**src/sv/u8u16_pkg.sv**
```systemverilog
`timescale 1ns / 1ps

package u8u16_pkg;

	// One input transaction: a raw byte and the end-of-string mark.
	typedef struct packed {
		logic [7:0] byte_in;
		logic       last_byte;
	} byte_t;

	// One output transaction: a UTF-16 unit and its flags.
	typedef struct packed {
		logic [15:0] code_unit;
		logic        unit_invalid;
		logic        string_invalid;
		logic        last_unit;
	} unit_t;

	// Decoder control state; everything here is cleared by reset.
	typedef struct packed {
		logic [7:0] held_lead;
		logic       lead_pending;
		logic [1:0] held_count;
		logic       sticky_invalid;
	} ctl_t;

	// Low six bits of the continuation bytes collected so far.
	typedef logic [1:0][5:0] cont_t;

	localparam int MAX_UNITS = 4;
	localparam int CNT_W     = 3;

	localparam logic [1:0]  CONT_TAG  = 2'b10;
	localparam logic [15:0] SUR_HI    = 16'hD800;
	localparam logic [15:0] SUR_LO    = 16'hDC00;
	localparam logic [20:0] SUPP_BASE = 21'h10000;
	localparam logic [10:0] MIN_TWO   = 11'h080;
	localparam logic [15:0] MIN_THREE = 16'h0800;

	// Number of continuation bytes a lead byte asks for; zero if it is no lead.
	function automatic logic [1:0] conts_needed(input logic [7:0] b);
		logic [1:0] need;
		need = 2'd0;
		if (b[7:5] == 3'b110) begin
			need = 2'd1;
		end else if (b[7:4] == 4'b1110) begin
			need = 2'd2;
		end else if (b[7:3] == 5'b11110) begin
			need = 2'd3;
		end
		return need;
	endfunction

endpackage

```
**src/sv/utf8_to_utf16_stream_decoder.sv**
```systemverilog
// UTF-8 byte stream in, UTF-16 code units out.
// A unit is offered from the buffer in the cycle after its byte's transaction is accepted.
// Throughput: one byte per cycle while each byte yields at most one unit and the output
// is not stalled; a byte that yields several units (surrogate pair, flushed sequence) holds
// the input while the single-read unit buffer drains one unit per unstalled cycle.
// Reset (arst_n low, asynchronous): no sequence open, buffer empty, sticky flag clear.
`timescale 1ns / 1ps

module utf8_to_utf16_stream_decoder (
	input  logic              clk,
	input  logic              arst_n,
	input  logic              byte_valid,
	output logic              byte_stall,
	input  u8u16_pkg::byte_t  byte_data,
	output logic              unit_valid,
	input  logic              unit_stall,
	output u8u16_pkg::unit_t  unit_data
);
	import u8u16_pkg::*;

	// Decoder state: control part is reset, held continuations are not.
	ctl_t  ctl_q;
	cont_t cont_q;
	ctl_t  ctl_next;
	cont_t cont_next;

	// Result buffer: units of one input transaction, popped from entry 0.
	unit_t [MAX_UNITS-1:0] units;
	unit_t [MAX_UNITS-1:0] buf_q;
	logic  [CNT_W-1:0]     n_units;
	logic  [CNT_W-1:0]     cnt_q;

	logic in_fire;
	logic out_fire;

	u8u16_decode u_decode (
		.item      (byte_data),
		.ctl       (ctl_q),
		.cont      (cont_q),
		.ctl_next  (ctl_next),
		.cont_next (cont_next),
		.units     (units),
		.n_units   (n_units)
	);

	// The buffer offers whatever it holds; new input is taken only when the
	// buffer is empty or its final unit leaves in this same cycle.
	assign unit_valid = (cnt_q != '0);
	assign unit_data  = buf_q[0];
	assign out_fire   = unit_valid && !unit_stall;
	assign byte_stall = (cnt_q > CNT_W'(1)) || ((cnt_q == CNT_W'(1)) && unit_stall);
	assign in_fire    = byte_valid && !byte_stall;

	// Advance decoder state on every accepted transaction.
	always_ff @(posedge clk or negedge arst_n) begin
		if (!arst_n) begin
			ctl_q <= '0;
		end else if (in_fire) begin
			ctl_q <= ctl_next;
		end
	end

	always_ff @(posedge clk) begin
		if (in_fire) begin
			cont_q <= cont_next;
		end
	end

	// Unit count: load on accept, count down on each pop.
	always_ff @(posedge clk or negedge arst_n) begin
		if (!arst_n) begin
			cnt_q <= '0;
		end else if (in_fire) begin
			cnt_q <= n_units;
		end else if (out_fire) begin
			cnt_q <= cnt_q - CNT_W'(1);
		end
	end

	// Unit payload: load all slots on accept, shift toward entry 0 on a pop.
	always_ff @(posedge clk) begin
		if (in_fire) begin
			buf_q <= units;
		end else if (out_fire) begin
			for (int i = 0; i < MAX_UNITS - 1; i++) begin
				buf_q[i] <= buf_q[i+1];
			end
		end
	end

	// Never more units held than one byte can cause.
	a_cnt_bound: assert property (@(posedge clk) disable iff (!arst_n)
		cnt_q <= CNT_W'(MAX_UNITS))
		else $error("unit buffer over capacity");

	// A byte is taken only when the buffer is empty or empties in this cycle.
	a_no_overwrite: assert property (@(posedge clk) disable iff (!arst_n)
		in_fire |-> ((cnt_q == '0) || ((cnt_q == CNT_W'(1)) && out_fire)))
		else $error("byte accepted over pending units");

	// The end of a string always yields a unit and closes every sequence.
	a_last_flush: assert property (@(posedge clk) disable iff (!arst_n)
		(in_fire && byte_data.last_byte) |=>
		((cnt_q != '0) && !ctl_q.lead_pending && !ctl_q.sticky_invalid))
		else $error("end of string left state open");

	// The last unit of a string is the final one in the buffer.
	a_last_unit_end: assert property (@(posedge clk) disable iff (!arst_n)
		(unit_valid && unit_data.last_unit) |-> (cnt_q == CNT_W'(1)))
		else $error("last unit not at end of buffer");

endmodule

```
**src/sv/u8u16_decode.sv**
```systemverilog
`timescale 1ns / 1ps

module u8u16_decode (
	input  u8u16_pkg::byte_t                         item,
	input  u8u16_pkg::ctl_t                          ctl,
	input  u8u16_pkg::cont_t                         cont,
	output u8u16_pkg::ctl_t                          ctl_next,
	output u8u16_pkg::cont_t                         cont_next,
	output u8u16_pkg::unit_t [u8u16_pkg::MAX_UNITS-1:0] units,
	output logic [u8u16_pkg::CNT_W-1:0]              n_units
);
	import u8u16_pkg::*;

	logic [1:0]  need;
	logic [5:0]  c;
	logic        is_cont;
	logic [10:0] cp11;
	logic [15:0] cp16;
	logic [20:0] cp21;
	logic [20:0] v;

	logic [MAX_UNITS-1:0][15:0] code;
	logic [MAX_UNITS-1:0]       inv;
	logic [CNT_W-1:0]           n;

	assign need    = conts_needed(ctl.held_lead);
	assign c       = item.byte_in[5:0];
	assign is_cont = (item.byte_in[7:6] == CONT_TAG);
	assign cp11    = {ctl.held_lead[4:0], c};
	assign cp16    = {ctl.held_lead[3:0], cont[0], c};
	assign cp21    = {ctl.held_lead[2:0], cont[0], cont[1], c};
	assign v       = cp21 - SUPP_BASE;

	always_comb begin
		ctl_next  = ctl;
		cont_next = cont;
		code      = '0;
		inv       = '0;
		n         = '0;

		if (ctl.lead_pending && is_cont && (need != 2'd0)) begin
			if (({1'b0, ctl.held_count} + 3'd1) < {1'b0, need}) begin
				// hold the continuation and wait for more
				cont_next[ctl.held_count[0]] = c;
				ctl_next.held_count = ctl.held_count + 2'd1;
			end else begin
				ctl_next.lead_pending = 1'b0;
				ctl_next.held_count   = 2'd0;
				case (need)
					2'd1: begin
						code[0] = {5'd0, cp11};
						inv[0]  = (cp11 < MIN_TWO);
						n       = 3'd1;
					end
					2'd2: begin
						code[0] = cp16;
						inv[0]  = (cp16 < MIN_THREE);
						n       = 3'd1;
					end
					default: begin
						if (cp21[20:16] == 5'd0) begin
							code[0] = cp21[15:0];
							inv[0]  = 1'b1;
							n       = 3'd1;
						end else begin
							code[0] = SUR_HI | {5'd0, v[20:10]};
							code[1] = SUR_LO | {6'd0, v[9:0]};
							n       = 3'd2;
						end
					end
				endcase
			end
		end else begin
			// drop the open sequence as raw invalid units
			if (ctl.lead_pending) begin
				code[0] = {8'd0, ctl.held_lead};
				inv[0]  = 1'b1;
				n       = 3'd1;
				if (ctl.held_count >= 2'd1) begin
					code[1] = {8'd0, CONT_TAG, cont[0]};
					inv[1]  = 1'b1;
					n       = 3'd2;
				end
				if (ctl.held_count >= 2'd2) begin
					code[2] = {8'd0, CONT_TAG, cont[1]};
					inv[2]  = 1'b1;
					n       = 3'd3;
				end
			end
			ctl_next.lead_pending = 1'b0;
			ctl_next.held_count   = 2'd0;
			// start afresh with this byte
			if (!item.byte_in[7]) begin
				code[n[1:0]] = {8'd0, item.byte_in};
				inv[n[1:0]]  = 1'b0;
				n            = n + 3'd1;
			end else if (conts_needed(item.byte_in) == 2'd0) begin
				code[n[1:0]] = {8'd0, item.byte_in};
				inv[n[1:0]]  = 1'b1;
				n            = n + 3'd1;
			end else begin
				ctl_next.held_lead    = item.byte_in;
				ctl_next.lead_pending = 1'b1;
			end
		end

		// end of string: flush whatever is still open
		if (item.last_byte && ctl_next.lead_pending) begin
			code[n[1:0]] = {8'd0, ctl_next.held_lead};
			inv[n[1:0]]  = 1'b1;
			n            = n + 3'd1;
			if (ctl_next.held_count >= 2'd1) begin
				code[n[1:0]] = {8'd0, CONT_TAG, cont_next[0]};
				inv[n[1:0]]  = 1'b1;
				n            = n + 3'd1;
			end
			if (ctl_next.held_count >= 2'd2) begin
				code[n[1:0]] = {8'd0, CONT_TAG, cont_next[1]};
				inv[n[1:0]]  = 1'b1;
				n            = n + 3'd1;
			end
		end
		if (item.last_byte) begin
			ctl_next.lead_pending = 1'b0;
			ctl_next.held_count   = 2'd0;
		end

		ctl_next.sticky_invalid = ctl.sticky_invalid;
		for (int i = 0; i < MAX_UNITS; i++) begin
			ctl_next.sticky_invalid    = ctl_next.sticky_invalid | inv[i];
			units[i].code_unit         = code[i];
			units[i].unit_invalid      = inv[i];
			units[i].string_invalid    = ctl_next.sticky_invalid;
			units[i].last_unit         = item.last_byte && (CNT_W'(i + 1) == n);
		end
		if (item.last_byte) begin
			ctl_next.sticky_invalid = 1'b0;
		end
		n_units = n;
	end

endmodule
```
**config.mk**
```make
export PLATFORM = sky130hd
export DESIGN_NAME = utf8_to_utf16_stream_decoder
export DESIGN_NICKNAME = d
export VERILOG_FILES = /design/src/sv/u8u16_pkg.sv /design/src/sv/utf8_to_utf16_stream_decoder.sv /design/src/sv/u8u16_decode.sv
export SDC_FILE = /design/constraint.sdc
export NUM_CORES = 1
export LEC_CHECK = 0
export ABC_AREA = 1
export BUFFER_PORTS_ARGS = -buffer_cell sky130_fd_sc_hd__buf_2
export CORE_MARGIN = 10
export CORE_UTILIZATION = 55
export CTS_BUF_LIST = sky130_fd_sc_hd__clkbuf_2 sky130_fd_sc_hd__clkbuf_4 sky130_fd_sc_hd__clkbuf_8
export DETAILED_ROUTE_END_ITERATION = 6
export PLACE_DENSITY = 0.69
export SETUP_SLACK_MARGIN = 0.05
export SKIP_CTS_REPAIR_TIMING = 1
export SYNTH_ARGS = -nofsm -noshare
export SYNTH_HDL_FRONTEND = slang
export SYNTH_SLANG_ARGS = --single-unit
```
**constraint.sdc**
```tcl
create_clock -name clk -period 5 [get_ports clk]
set_clock_uncertainty 0.15 [all_clocks]
set_input_delay 1 -clock clk [delete_from_list [all_inputs] [get_ports clk]]
set_output_delay 1 -clock clk [all_outputs]
set_load 0.05 [all_outputs]
```
Yosys cells after proc, flatten, opt, wreduce, memory -nomap -nowiden:

Cells that the tools add are included.

* input port bits: 13
* word-level logic and storage cells: 188
* output and inout bits: 21
* flip-flop bits (word level): 103

* muxes and demuxes: 91
* reduce and logical (&&, ||, !) cells: 24
* $add $sub $neg: 8
* equal/unequal tests: 14
* $lt $le $gt $ge: 18
* bitwise operators: 10

Operator list (number)
* $mux 64: 6
* $bwmux 64: 4
* $demux 16 s2: 4
* $mux 57: 2
* $mux 16: 7
* $mux 32: 3
* $mux 48: 2
* $mux 3: 18
* $pmux 16 s2: 1
* $mux 12: 2
* $mux 2: 12
* $mux 4: 6
* $mux 8: 3
* $sub 21x17->21 const B: 1
* $mux 9: 2
* $lt 16x12->1 const B: 1
* $logic_and 1x1->1: 15
* $add 3x1->3 const B: 4
* $bwmux 12: 1
* $ge 2x1->1 const B: 6
* $lt 2x3->1 const B: 4
* $or 4x4->4: 3
* $lt 11x8->1 const B: 1
* $mux 1: 11
* other kinds (32): 46

Logic depth before layout (Yosys ltp):

Gate-level depths: netlist of run 1.

* depth in word-level cells: 27
* gate-level depth with buffers: 26
* depth with buffers taken out: 26

Modules after synthesis:

Synthesis of run 1 repeated with hierarchy kept, for this count alone.

* cells, all modules: 932
* area total of the unflattened synthesis: 7303.3 µm²

By module, submodules not included
* utf8_to_utf16_stream_decoder: cells an instance 381, sequential area each 3017.9 µm², area an instance 4277.9 µm², times used 1
* u8u16_decode: cells an instance 551, sequential area each 0.0 µm², area an instance 3025.4 µm², times used 1

Worst setup path after synthesis of run 1:

No wires, ideal clock.

* path type: flip-flop to flip-flop
* from: register ctl_q[7] (netlist bit)
* to: register buf_q (netlist bit unit_data[3]), data pin
* period minus slack after synthesis: 3739 ps
* required time: 4598 ps
* path buffers: 1
* path slack: 1261 ps
* stages on the path, launching flop included: 21
* setup time: 252 ps
* data arrival time: 3337 ps
* cell sequence: dfrtp_1 -> a211oi_1 -> fa_1 -> nor2_1 -> nand2_2 -> nand2_2 -> nand2_2 -> inv_1 -> nand2_1 -> nand2_1 -> ha_1 -> nor2_1 -> ha_1 -> inv_1 -> nor2_2 -> inv_1 -> buf_2 -> o21ai_0 -> a21oi_1 -> nor2_1 -> nor2_1

* longest elaborated chain between the ends: 21
* elaborated cells on any way between the ends: 52
* classes of those cells: 2 x add/sub; 9 x order compare; 3 x eq/ne; 31 x mux; 7 x reduce/logical

RTL lines
* from (decl): line utf8_to_utf16_stream_decoder.sv:22 `ctl_t ctl_q;`
* from (signal assigned): line utf8_to_utf16_stream_decoder.sv:59 `ctl_q <= ctl_next;`
* $eq 5x5->1 (*): line u8u16_pkg.sv:48 `end else if (b[7:3] == 5'b11110) begin`
* $mux 2 (*): line u8u16_pkg.sv:48
* $mux 2 (*): line u8u16_pkg.sv:46 `end else if (b[7:4] == 4'b1110) begin`
* $mux 2 (*): line u8u16_pkg.sv:44 `if (b[7:5] == 3'b110) begin`
* $eq 2x1->1 / $eq 2x2->1 (equally long branches): line u8u16_decode.sv:49 `case (need)`
* $reduce_or 2->1 (no source line)
* $mux 3: line u8u16_decode.sv:49
* $mux 3: line u8u16_decode.sv:42 `if (({1'b0, ctl.held_count} + 3'd1) < {1'b0, need}) begin`
* [5 not listed]
* $lt 2x3->1 (implied by the code) (tied with other cells): line u8u16_decode.sv:118 `code[n[1:0]] = {8'd0, CONT_TAG, cont_next[1]};`
* $logic_and 1x1->1 (implied by the code) / $bwmux 64 (equally long branches): line u8u16_decode.sv:118, u8u16_decode.sv:113
* $mux 16 (implied by the code) / $mux 64 (equally long branches): line u8u16_decode.sv:118, u8u16_decode.sv:112
* $demux 16 s2 / $mux 64 (equally long branches)
* $bwmux 64: line u8u16_decode.sv:118
* $mux 64: line u8u16_decode.sv:117 `if (ctl_next.held_count >= 2'd2) begin`
* $mux 64 (*): line u8u16_decode.sv:108 `if (item.last_byte && ctl_next.lead_pending) begin`
* $mux 57 (*): line utf8_to_utf16_stream_decoder.sv:82 `if (in_fire) begin`
* to (signal assigned): line utf8_to_utf16_stream_decoder.sv:83 `buf_q <= units;`
* to (signal, indexed assignment): line utf8_to_utf16_stream_decoder.sv:86 `buf_q[i] <= buf_q[i+1];`
* to (decl): line utf8_to_utf16_stream_decoder.sv:29 `unit_t [MAX_UNITS-1:0] buf_q;`

Every way passes the cells marked *; elsewhere a longest branch is shown, timed or not. The select of a mux whose other input is x is not followed.
A chain may end at the register's enable or synchronous reset.

Final worst setup path of run 1:

* from: register ctl_q[10] (netlist bit)
* to: register buf_q (netlist bit unit_data[7]), data pin

* longest elaborated chain between the ends: 21
* elaborated cells on any way between the ends: 54
* classes of those cells: 2 x add/sub; 9 x order compare; 5 x eq/ne; 31 x mux; 7 x reduce/logical

RTL lines (line)
* $eq 5x5->1: u8u16_pkg.sv:48
* $mux 2: u8u16_pkg.sv:48
* $mux 2: u8u16_pkg.sv:46
* $mux 2 (*): u8u16_pkg.sv:44
* $eq 2x1->1 / $eq 2x2->1 (equally long branches): u8u16_decode.sv:49
* $reduce_or 2->1 (no source line)
* $mux 3: u8u16_decode.sv:49
* $mux 3: u8u16_decode.sv:42
* [5 not listed]
* $lt 2x3->1 (implied by the code) (tied with other cells): u8u16_decode.sv:118
* $logic_and 1x1->1 (implied by the code) / $bwmux 64 (equally long branches): u8u16_decode.sv:118, u8u16_decode.sv:113
* $mux 16 (implied by the code) / $mux 64 (equally long branches): u8u16_decode.sv:118, u8u16_decode.sv:112
* $demux 16 s2 / $mux 64 (equally long branches)
* $bwmux 64: u8u16_decode.sv:118
* $mux 64: u8u16_decode.sv:117
* $mux 64 (*): u8u16_decode.sv:108
* $mux 57 (*): utf8_to_utf16_stream_decoder.sv:82

Marks and branches as above.

==> results of run 1 <==
==> synth_stat cells, drive strengths merged <==
cell / number / area, sq um
nor3: 13 / 65.1
ha: 21 / 263
o21a: 2 / 15.0
xor2: 5 / 43.8
o21bai: 2 / 15.0
o31ai: 4 / 30.0
buf: 41 / 265
a21boi: 1 / 7.51
dfrtp: 15 / 375
clkinv: 3 / 12.5
nor2: 76 / 320
nand4: 6 / 52.6
a2111oi: 1 / 8.76
a31oi: 4 / 25.0
clkbuf: 14 / 52.6
o211ai: 11 / 87.6
o21ai: 118 / 606
edfxtp: 67 / 2010
or2: 14 / 87.6
inv: 98 / 368
a211oi: 5 / 37.5
nand3: 45 / 255
a21oi: 46 / 234
a2bb2oi: 2 / 17.5
a22oi: 7 / 52.6
fa: 1 / 20.0
o221ai: 1 / 8.76
and2: 1 / 6.26
o22ai: 15 / 93.8
nand2: 235 / 907
==> where the power goes <==
group	internal [mW]	switching [mW]	total [mW]	leakage, nW
combinational	0.596	1.61	2.21	1.98
clock	0.193	0.285	0.478	0.0962
sequential	1.12	0.147	1.27	0.838
==> stage by stage <==
stage / setup WS, ns / hold slack, ns / instance area, sq um / total power, mW
after global routing: 0.237 / 0.400 / 6650 / 4.22
final: 0.605 / 0.350 / 6650 / 3.96
after CTS: 0.551 / 0.351 / 6650 / 3.91
after global placement: 0.458 / 0.323 / 6470 / 3.43
after floorplan: 1.26 / 0.299 / 6340 / 2.91
after detailed placement: 0.460 / 0.326 / 6470 / 3.44
==> worst reg2reg max path, cell delays in order (launching register included) <==
cell      delay [ns]
dfrtp_1         0.42
nand2_1         0.12
a211oi_2        0.29
inv_1           0.11
ha_1            0.23
nor2_2          0.15
nand3_4         0.20
clkinv_2        0.23
nor2_1          0.08
nor2_1          0.24
inv_1           0.15
ha_1            0.29
nor2_1          0.27
ha_1            0.21
inv_1           0.05
nor2_2          0.20
nor2_1          0.06
nand2_1         0.11
nand2_2         0.13
a21oi_1         0.23
o21ai_1         0.14
nand2_1         0.08
inv_1           0.03
==> layer usage <==
metal / track usage / vias to the layer above
met2: 0.394 / 413
met5: 0 / -
met3: 0.0438 / 80
li1: - / 2916
met4: 0.154 / 0
met1: 0.350 / 2857
==> final cells by class <==
cell class                 instances  area share
clock inverter                     6     0.00771
timing repair buffer              45      0.0384
inverter                         101      0.0572
tap                              143      0.0269
multi-input combinational        636       0.491
clock buffer                      10      0.0197
sequential                        82       0.359
==> layout by cell type, fill, tap and decap left out, types with 3 or more instances in the layout <==
cell type	count
nand2_1	225
inv_1	92
o21ai_0	91
nor2_1	68
edfxtp_1	67
a21oi_1	45
nand3_1	42
buf_2	33
o21ai_1	23
ha_1	21
o22ai_1	15
dfrtp_1	15
nor3_1	13
buf_4	12
o211ai_1	10
or2_2	10
nand2_2	9
clkbuf_8	9
a22oi_1	7
inv_2	6
nor2_2	5
nand4_1	5
xor2_1	5
o21ai_2	4
a211oi_1	4
a31oi_1	4
o31ai_1	4
nor2_4	3
clkinv_4	3
==> sequential cells by signal, indices dropped and copies added, names as in the netlist <==
register	count
unit_data	19
cont_q	12
buf_q	36
ctl_q	12
cnt_q	3
==> worst max-delay path by stage <==
stage	end	slack, ns	depth (start not counted)
after detailed placement	unit_data[7]	0.46	22
after global routing	buf_q[58]	0.24	23
final	unit_data[7]	0.61	22
after floorplan	unit_data[3]	1.26	20
after global placement	unit_data[7]	0.46	22
after CTS	unit_data[7]	0.55	22
==> kinds of logic after synthesis <==
kind of cell	count (synthesis)	share of synthesized area
compound gates	219	0.195
xor+xnor	5	0.00690
fa+ha+maj	22	0.0446
buf+inv	156	0.110
flops	82	0.376
simple gates	390	0.267
==> out/results.tsv, run 1 <==
metric	value	unit
post-synth cell types	47	
Worst-path clk slew	0.10	ns
CP Launch Type	register	
crit-path max FO	13	
Critical Path Slowest Stage Cell	dfrtp_1	
Top Layer Used	met4	
worst r2r dst	unit_data[7]	
met1 WL	8.50	mm
Setup crit end kind	register	
Seq/Total Area, Yosys	0.376	
static leakage	2.92	nW
total negative slack	0	ns
CTS Sinks	82	
worst reg-to-reg path cell count	22	
Final Hold Viols	0	
post-route DRC violation count	0	
Final min period	4.39	ns
critical-path cell list	nand2_1 -> a211oi_2 -> inv_1 -> ha_1 -> nor2_2 -> nand3_4 -> clkinv_2 -> nor2_1 -> nor2_1 -> inv_1 -> ha_1 -> nor2_1 -> ha_1 -> inv_1 -> nor2_2 -> nor2_1 -> nand2_1 -> nand2_2 -> a21oi_1 -> o21ai_1 -> nand2_1 -> inv_1	
RSZ-0062 raised after global routing	no	
number of nets in the layout	910	
Setup violations, final	0	
starting density of the core	0.558	
placed cells	1007	
clock latency on the worst-skew pair	0.39	ns
total wire length	21.3	mm
worst-case clock buffer depth	2	
vias in the first global route	5848	
Worst EP arrival	4.40	ns
Finished Layout Cells	1023	
Max-Cap Viols	0	
htree depth	3	
antenna violations before repair	0	
filler cell count	1090	
TritonRoute pass-1 iters	6	
# port buffers	33	
grt ovf	0	
routed via count	6266	
pwr/cell area	595	mW/mm^2
critical path type	reg2reg	
area of the multi-input gates	0.00327	sq mm
final critical-path share of the clock period	0.879	
Post-Syn Instances	874	
Core Region	0.0114	sq mm
reg-to-reg slack, setup	0.61	ns
final core occ	0.585	
DR WL met3	2.36	mm
Worst Setup SP	ctl_q[10]	
Area Overhead vs Synth	4.87	%
Tot GR Track Use	0.263	
yosys warns	0	
Iter 0 DRT Violations	995	
WP data required	5.00	ns
drt wl/cell	20.9	um
Seq cells post-synth	82	
syn nets	909	
status	finished, final reports clean	
average footprint of a synthesized cell	7.26	sq um
Mapped Area	0.00634	sq mm
Routed Antenna Nets	0	
Hold Crit Class	reg2reg	
Storage cell area	0.00239	sq mm
die width	127	um
max incr delay on CP	0.42	ns
Tightest Pin Transition	1.11	ns
Hold Path Stages	2	
CTS root buf	clkbuf_8	
Final GP Congestion	1.04	
VDD IR max	0.000858	V
layout cells sized above 1	0.122	
critical path's top delay family	simple AND/OR/NAND/NOR gates	
Inserted Clock Buffers	9	
Worst R2R Start	ctl_q[10]	
fmax	228	MHz
die span in y	127	um
DR vias/cell	6.13	
hold wc startpoint	ctl_q[0]	
slew margin rel.	0.255	
final antenna diode count	0	
max-slew violations	0	
met2 wire length	9.32	mm
hold path endpoint	ctl_q[0]	
Final HPWL DP	16.1	mm
TritonCTS clock tree	yes	
largest net degree at the start of global routing	57	
Ports	34	
Buf/Inv on CP	5	
row count	39	
Die Footprint	0.0162	sq mm
first-pass GRT wire length	33.4	mm
Power figures use the tool's default switching activity.
==> run 2, diff against run 1 <==
Settings changed: CELL_PAD_IN_SITES_DETAIL_PLACEMENT set to 0, CELL_PAD_IN_SITES_GLOBAL_PLACEMENT set to 1, CORE_UTILIZATION 55 to 47, PLACE_DENSITY 0.69 to 0.79.
==> run 2 against run 1 <==
Non-clock buffer count increased by 6. Cell count up 3.8%. Register-to-register slack lost 0.05 ns. Worst hold slack better by 0.020 ns. Critical path depth is the same. Setup slack got worse by 0.048 ns. Sequential share of layout area fell by 0.41 points. Maximum frequency down 1.1%. Count of clock-buffer cells in the layout unchanged. Flip-flop and latch count is the same. Wire length is 8.3% higher.
==> out/results.tsv, run 2 (synthesis gave the netlist of run 1 again) <==
metric	value	unit	change
Ports	34		unchanged
critical path's top delay family	simple AND/OR/NAND/NOR gates		unchanged
TritonCTS clock tree	yes		unchanged
starting density of the core	0.479		was 0.558
Final min period	4.44	ns	was 4.39 ns
drt wl/cell	21.8	um	was 20.9 um
row count	42		was 39
DR vias/cell	5.81		was 6.13
first-pass GRT wire length	34.6	mm	was 33.4 mm
Setup crit end kind	register		unchanged
die width	136	um	was 127 um
Core Region	0.0132	sq mm	was 0.0114 sq mm
Area Overhead vs Synth	6.09	%	was 4.87%
most frequent cells in the layout	nand2_1 (225), inv_1 (92), o21ai_0 (91)		unchanged
crit-path max FO	9		was 13
Power Internal	1.92	mW	was 1.91 mW
vias in the first global route	5697		was 5848
met3 usage	0.0620		was 0.0438
layout cells sized above 1	0.126		was 0.122
Buf/Inv on CP	4		was 5
Storage cell area	0.00239	sq mm	unchanged
die span in y	136	um	was 127 um
filler cell count	1366		was 1090
sw frac	0.518		was 0.517
placed cells	1046		was 1007
final antenna diode count	0		unchanged
CTS root buf	clkbuf_8		unchanged
status	finished, final reports clean		unchanged
largest net degree at the start of global routing	58		was 57
total wire length	23.1	mm	was 21.3 mm
Max-Cap Viols	0		unchanged
pwr/cell area	593	mW/mm^2	was 595 mW/mm^2
Inserted Clock Buffers	9		unchanged
static leakage	2.94	nW	was 2.92 nW
Tightest Pin Transition	1.10	ns	was 1.11 ns
Final HPWL DP	17.5	mm	was 16.1 mm
Setup violations, final	0		unchanged
critical path type	reg2reg		unchanged
clock power share	0.119		was 0.121
Final GP Congestion	1.00		was 1.04
number of nets in the layout	916		was 910
clock latency on the worst-skew pair	0.38	ns	was 0.39 ns
post-route DRC violation count	0		unchanged
antenna violations before repair	0		unchanged
total negative slack	0	ns	unchanged
CTS Sinks	82		unchanged
Critical Path Slowest Stage Cell	fa_1		was dfrtp_1
Hold Crit Class	reg2reg		unchanged
htree depth	3		unchanged
VDD IR max	0.000175	V	was 0.000858 V
slew margin rel.	0.259		was 0.255
RSZ-0062 raised after global routing	no		unchanged
Tot GR Track Use	0.250		was 0.263
max FFs per register	36		unchanged
Finished Layout Cells	1062		was 1023
Comb pwr share	0.563		was 0.558
Die Footprint	0.0185	sq mm	was 0.0162 sq mm
final critical-path share of the clock period	0.888		was 0.879
Routed Antenna Nets	0		unchanged
WP data required	4.98	ns	was 5.00 ns
Most Crowded Layer GR	met2		unchanged
fmax	225	MHz	was 228 MHz
commonest non-fill, non-tap cell in the layout	nand2_1		unchanged
routed via count	6171		was 6266
Reg with most FFs	buf_q		unchanged
TritonRoute pass-1 iters	6		unchanged
critical-path cell list	nand2_1 -> a211oi_1 -> fa_1 -> nor2_1 -> nand2_2 -> nand2_2 -> nand2_2 -> inv_1 -> nand2_1 -> nand2_1 -> ha_1 -> nor2_1 -> inv_1 -> ha_1 -> inv_1 -> nor2_4 -> inv_2 -> nand2_1 -> nand2_1 -> nand3_1 -> nor2_1 -> nand2_1		was nand2_1 -> a211oi_2 -> inv_1 -> ha_1 -> nor2_2 -> nand3_4 -> clkinv_2 -> nor2_1 -> nor2_1 -> inv_1 -> ha_1 -> nor2_1 -> ha_1 -> inv_1 -> nor2_2 -> nor2_1 -> nand2_1 -> nand2_2 -> a21oi_1 -> o21ai_1 -> nand2_1 -> inv_1
grt ovf	0		unchanged
Worst EP arrival	4.43	ns	was 4.40 ns
CP Launch Type	register		unchanged
met1 global-route usage	0.338		was 0.350
sequential share of power	0.318		was 0.321
NetSw	2.07	mW	was 2.04 mW
max-slew violations	0		unchanged
Final Hold Viols	0		unchanged
CP dominant cell by count	nand2_1		
area of the multi-input gates	0.00326	sq mm	was 0.00327 sq mm
met2 usage in global routing	0.366		was 0.394
Worst-path clk slew	0.10	ns	about the same
Iter 0 DRT Violations	921		was 995
worst-case clock buffer depth	2		unchanged
# port buffers	33		unchanged
max incr delay on CP	0.53	ns	was 0.42 ns
[run 2: cell type report]
class	count	share of cell area
tap	176	0.0327
multi-input combinational	636	0.485
clock buffer	10	0.0195
clock inverter	6	0.00706
sequential	82	0.355
inverter	101	0.0565
timing repair buffer	51	0.0446
[run 2: stage by stage]
stage	power [mW]	hold slack [ns]	instance area [sq um]	util	setup slack (ns)
floorplan	2.91	0.299	6340	-	1.26
global placement	3.48	0.324	6550	0.495	0.554
detailed placement	3.49	0.355	6550	0.495	0.494
CTS	3.96	0.380	6730	0.508	0.607
global route	4.27	0.401	6730	0.508	0.159
finish	3.99	0.370	6730	0.508	0.558
[run 2: path summary, 6_finish.rpt]
kind,slack [ns],cells past startpoint,endpoint,startpoint
min in group asynchronous,0.40,1,ctl_q[2],arst_n
hold / removal,0.37,2,ctl_q[0],ctl_q[0]
max in group asynchronous,3.99,1,ctl_q[0],arst_n
setup / recovery,0.56,22,buf_q[58],ctl_q[10]
setup reg to reg,0.56,22,buf_q[58],ctl_q[10]
hold reg to reg,0.37,2,ctl_q[0],ctl_q[0]
[run 2: routing by layer]
metal	share of wire	up-vias
li1	-	2928
met1	0.43	2842
met2	0.43	337
met3	0.094	64
met4	0.047	0
met5	0	-
[run 2: tightest hold or removal path, cell delays in order (launching register included)]
cell	delay [ns]
dfrtp_1	0.37
nand2_1	0.06
nand2_1	0.06
[run 2: power by group through the flow]
stage                     registers, mW  logic (mW)  clock network (mW)
final                              1.27        2.24               0.477
after global routing               1.30        2.47               0.502
after CTS                          1.27        2.22               0.480
after detailed placement           1.28        2.21                   0
after global placement             1.27        2.21                   0
after floorplan                    1.22        1.69                   0
==> run 3, diff against run 2 <==
Clock period 5 ns to 4.8 ns, I/O delays scaled along.
==> run 3 against run 2 <==
Wire length decreased by 1.4%. Maximum frequency increased by 1.5%. Global-route usage about the same. Utilization increased by 0.36 points. First-iteration DRC count decreased by 4.5%. Power increased by 6.7%.
==> out/results.tsv, run 3 (synthesis gave the netlist of run 1 again) <==
metric	value	unit	change
status	finished, final reports clean		unchanged
Critical Path Slowest Stage Cell	a211oi_1		was fa_1
sw frac	0.514		was 0.518
row count	42		unchanged
commonest non-fill, non-tap cell in the layout	nand2_1		unchanged
DR vias/cell	5.90		was 5.81
VDD IR max	0.000175	V	about the same
Setup violations, final	0		unchanged
Setup crit end kind	register		unchanged
critical path's top delay family	simple AND/OR/NAND/NOR gates		unchanged
CTS Sinks	82		unchanged
CTS root buf	clkbuf_8		unchanged
WP data required	4.77	ns	was 4.98 ns
NetSw	2.19	mW	was 2.07 mW
final antenna diode count	0		unchanged
pwr/cell area	628	mW/mm^2	was 593 mW/mm^2
clock latency on the worst-skew pair	0.38	ns	about the same
critical-path cell list	nand2_1 -> a211oi_1 -> inv_1 -> ha_1 -> nor2_2 -> nand3_4 -> clkinv_2 -> nor2_1 -> nor2_1 -> inv_1 -> ha_1 -> nor2_1 -> inv_1 -> ha_1 -> inv_1 -> nor2_4 -> inv_2 -> nand2_1 -> nand2_1 -> nand3_1 -> nor2_1 -> nand2_1		was nand2_1 -> a211oi_1 -> fa_1 -> nor2_1 -> nand2_2 -> nand2_2 -> nand2_2 -> inv_1 -> nand2_1 -> nand2_1 -> ha_1 -> nor2_1 -> inv_1 -> ha_1 -> inv_1 -> nor2_4 -> inv_2 -> nand2_1 -> nand2_1 -> nand3_1 -> nor2_1 -> nand2_1
Final GP Congestion	0.993		was 1.00
largest net degree at the start of global routing	47		was 58
total wire length	22.8	mm	was 23.1 mm
Routed Antenna Nets	0		unchanged
Power Internal	2.07	mW	was 1.92 mW
clock power share	0.131		was 0.119
vias in the first global route	5866		was 5697
placed cells	1049		was 1046
# port buffers	33		unchanged
max-slew violations	0		unchanged
met1 WL	9.64	mm	was 9.97 mm
crit-path max FO	11		was 9
met2 wire length	9.56	mm	was 9.87 mm
CP Launch Type	register		unchanged
Hold Crit Class	in2async		was reg2reg
Final min period	4.38	ns	was 4.44 ns
Worst-path clk slew	0.10	ns	about the same
Tightest Pin Transition	1.12	ns	was 1.10 ns
post-route DRC violation count	0		unchanged
Die Footprint	0.0185	sq mm	unchanged
DR WL met3	2.46	mm	was 2.17 mm
antenna violations before repair	0		unchanged
starting density of the core	0.479		unchanged
max FFs per register	36		unchanged
Reg with most FFs	buf_q		unchanged
total negative slack	0	ns	unchanged
most frequent cells in the layout	nand2_1 (225), inv_1 (92), o21ai_0 (91)		unchanged
Worst EP arrival	4.35	ns	was 4.43 ns
worst-case clock buffer depth	2		unchanged
critical path type	reg2reg		unchanged
first-pass GRT wire length	34.9	mm	was 34.6 mm
routed via count	6283		was 6171
Ports	34		unchanged
drt wl/cell	21.4	um	was 21.8 um
final critical-path share of the clock period	0.912		was 0.888
Max-Cap Viols	0		unchanged
Area Overhead vs Synth	6.84	%	was 6.09%
RSZ-0062 raised after global routing	no		unchanged
sequential share of power	0.310		was 0.318
grt ovf	0		unchanged
Inserted Clock Buffers	9		unchanged
slew margin rel.	0.253		was 0.259
Buf/Inv on CP	6		was 4
fmax	229	MHz	was 225 MHz
Top Layer Used	met4		unchanged
number of nets in the layout	919		was 916
max incr delay on CP	0.46	ns	was 0.53 ns
Core Region	0.0132	sq mm	unchanged
Tot GR Track Use	0.250		about the same
Final HPWL DP	17.2	mm	was 17.5 mm
Finished Layout Cells	1065		was 1062
TritonCTS clock tree	yes		unchanged
die span in y	136	um	unchanged
layout cells sized above 1	0.129		was 0.126
die width	136	um	unchanged
TritonRoute pass-1 iters	6		unchanged
static leakage	2.96	nW	was 2.94 nW
Final Hold Viols	0		unchanged
final core occ	0.512		was 0.508
Comb pwr share	0.558		was 0.563
Iter 0 DRT Violations	880		was 921
htree depth	3		unchanged
[run 3: changes by cell type in the layout (fill, tap and decap cells not counted), sizes merged]
cell and delta:
buf +3, bufinv +1, clkbuf -1, clkinv -1
inv +1
[run 3: power by group through the flow]
stage	Combinational, mW	Sequential [mW]	Clock, mW
after floorplan	1.76	1.27	0
after global placement	2.32	1.33	0
after detailed placement	2.33	1.33	0
after CTS	2.34	1.32	0.561
after global routing	2.60	1.35	0.581
final	2.38	1.32	0.559
[run 3: per-stage QoR]
step	area, sq um	power (mW)	setup slack (ns)	hold WS [ns]
global route	6780	4.53	0.118	0.363
global placement	6580	3.65	0.515	0.336
detailed placement	6580	3.66	0.479	0.346
finish	6780	4.26	0.425	0.350
CTS	6780	4.21	0.505	0.350
floorplan	6340	3.03	1.06	0.299
[run 3: path summary, 6_finish.rpt]
kind	from	to	slack (ns)	cells after the start
setup / recovery	ctl_q[10]	buf_q[58]	0.42	22
hold / removal	arst_n	ctl_q[8]	0.35	1
setup reg to reg	ctl_q[10]	buf_q[58]	0.42	22
hold reg to reg	ctl_q[0]	ctl_q[0]	0.37	2
max in group asynchronous	arst_n	cnt_q[0]	3.85	1
min in group clk	ctl_q[0]	ctl_q[0]	0.37	2
[run 3: area by class of cell]
class	count	area, sq um
multi-input cells	636	3260
flip-flops and latches	82	2390
repair buffers	54	323
well taps	176	220
clock buffers	9	124
clock inverters	7	80.1
inverters	101	380
fillers	1374	6460
[run 3: routing by layer]
metal / up-vias / global-route usage
li1: 2925 / -
met1: 2912 / 0.337
met2: 374 / 0.363
met3: 72 / 0.0583
met4: 0 / 0.131
met5: - / 0
[run 3: worst register-to-register path: stages, from the launching register on]
cell      delay, ns
dfrtp_1        0.43
nand2_1        0.10
a211oi_1       0.46
inv_1          0.15
ha_1           0.25
nor2_2         0.16
nand3_4        0.09
clkinv_2       0.17
nor2_1         0.08
nor2_1         0.32
inv_1          0.18
ha_1           0.30
nor2_1         0.14
inv_1          0.08
ha_1           0.18
inv_1          0.11
nor2_4         0.09
inv_2          0.10
nand2_1        0.06
nand2_1        0.09
nand3_1        0.17
nor2_1         0.17
nand2_1        0.09
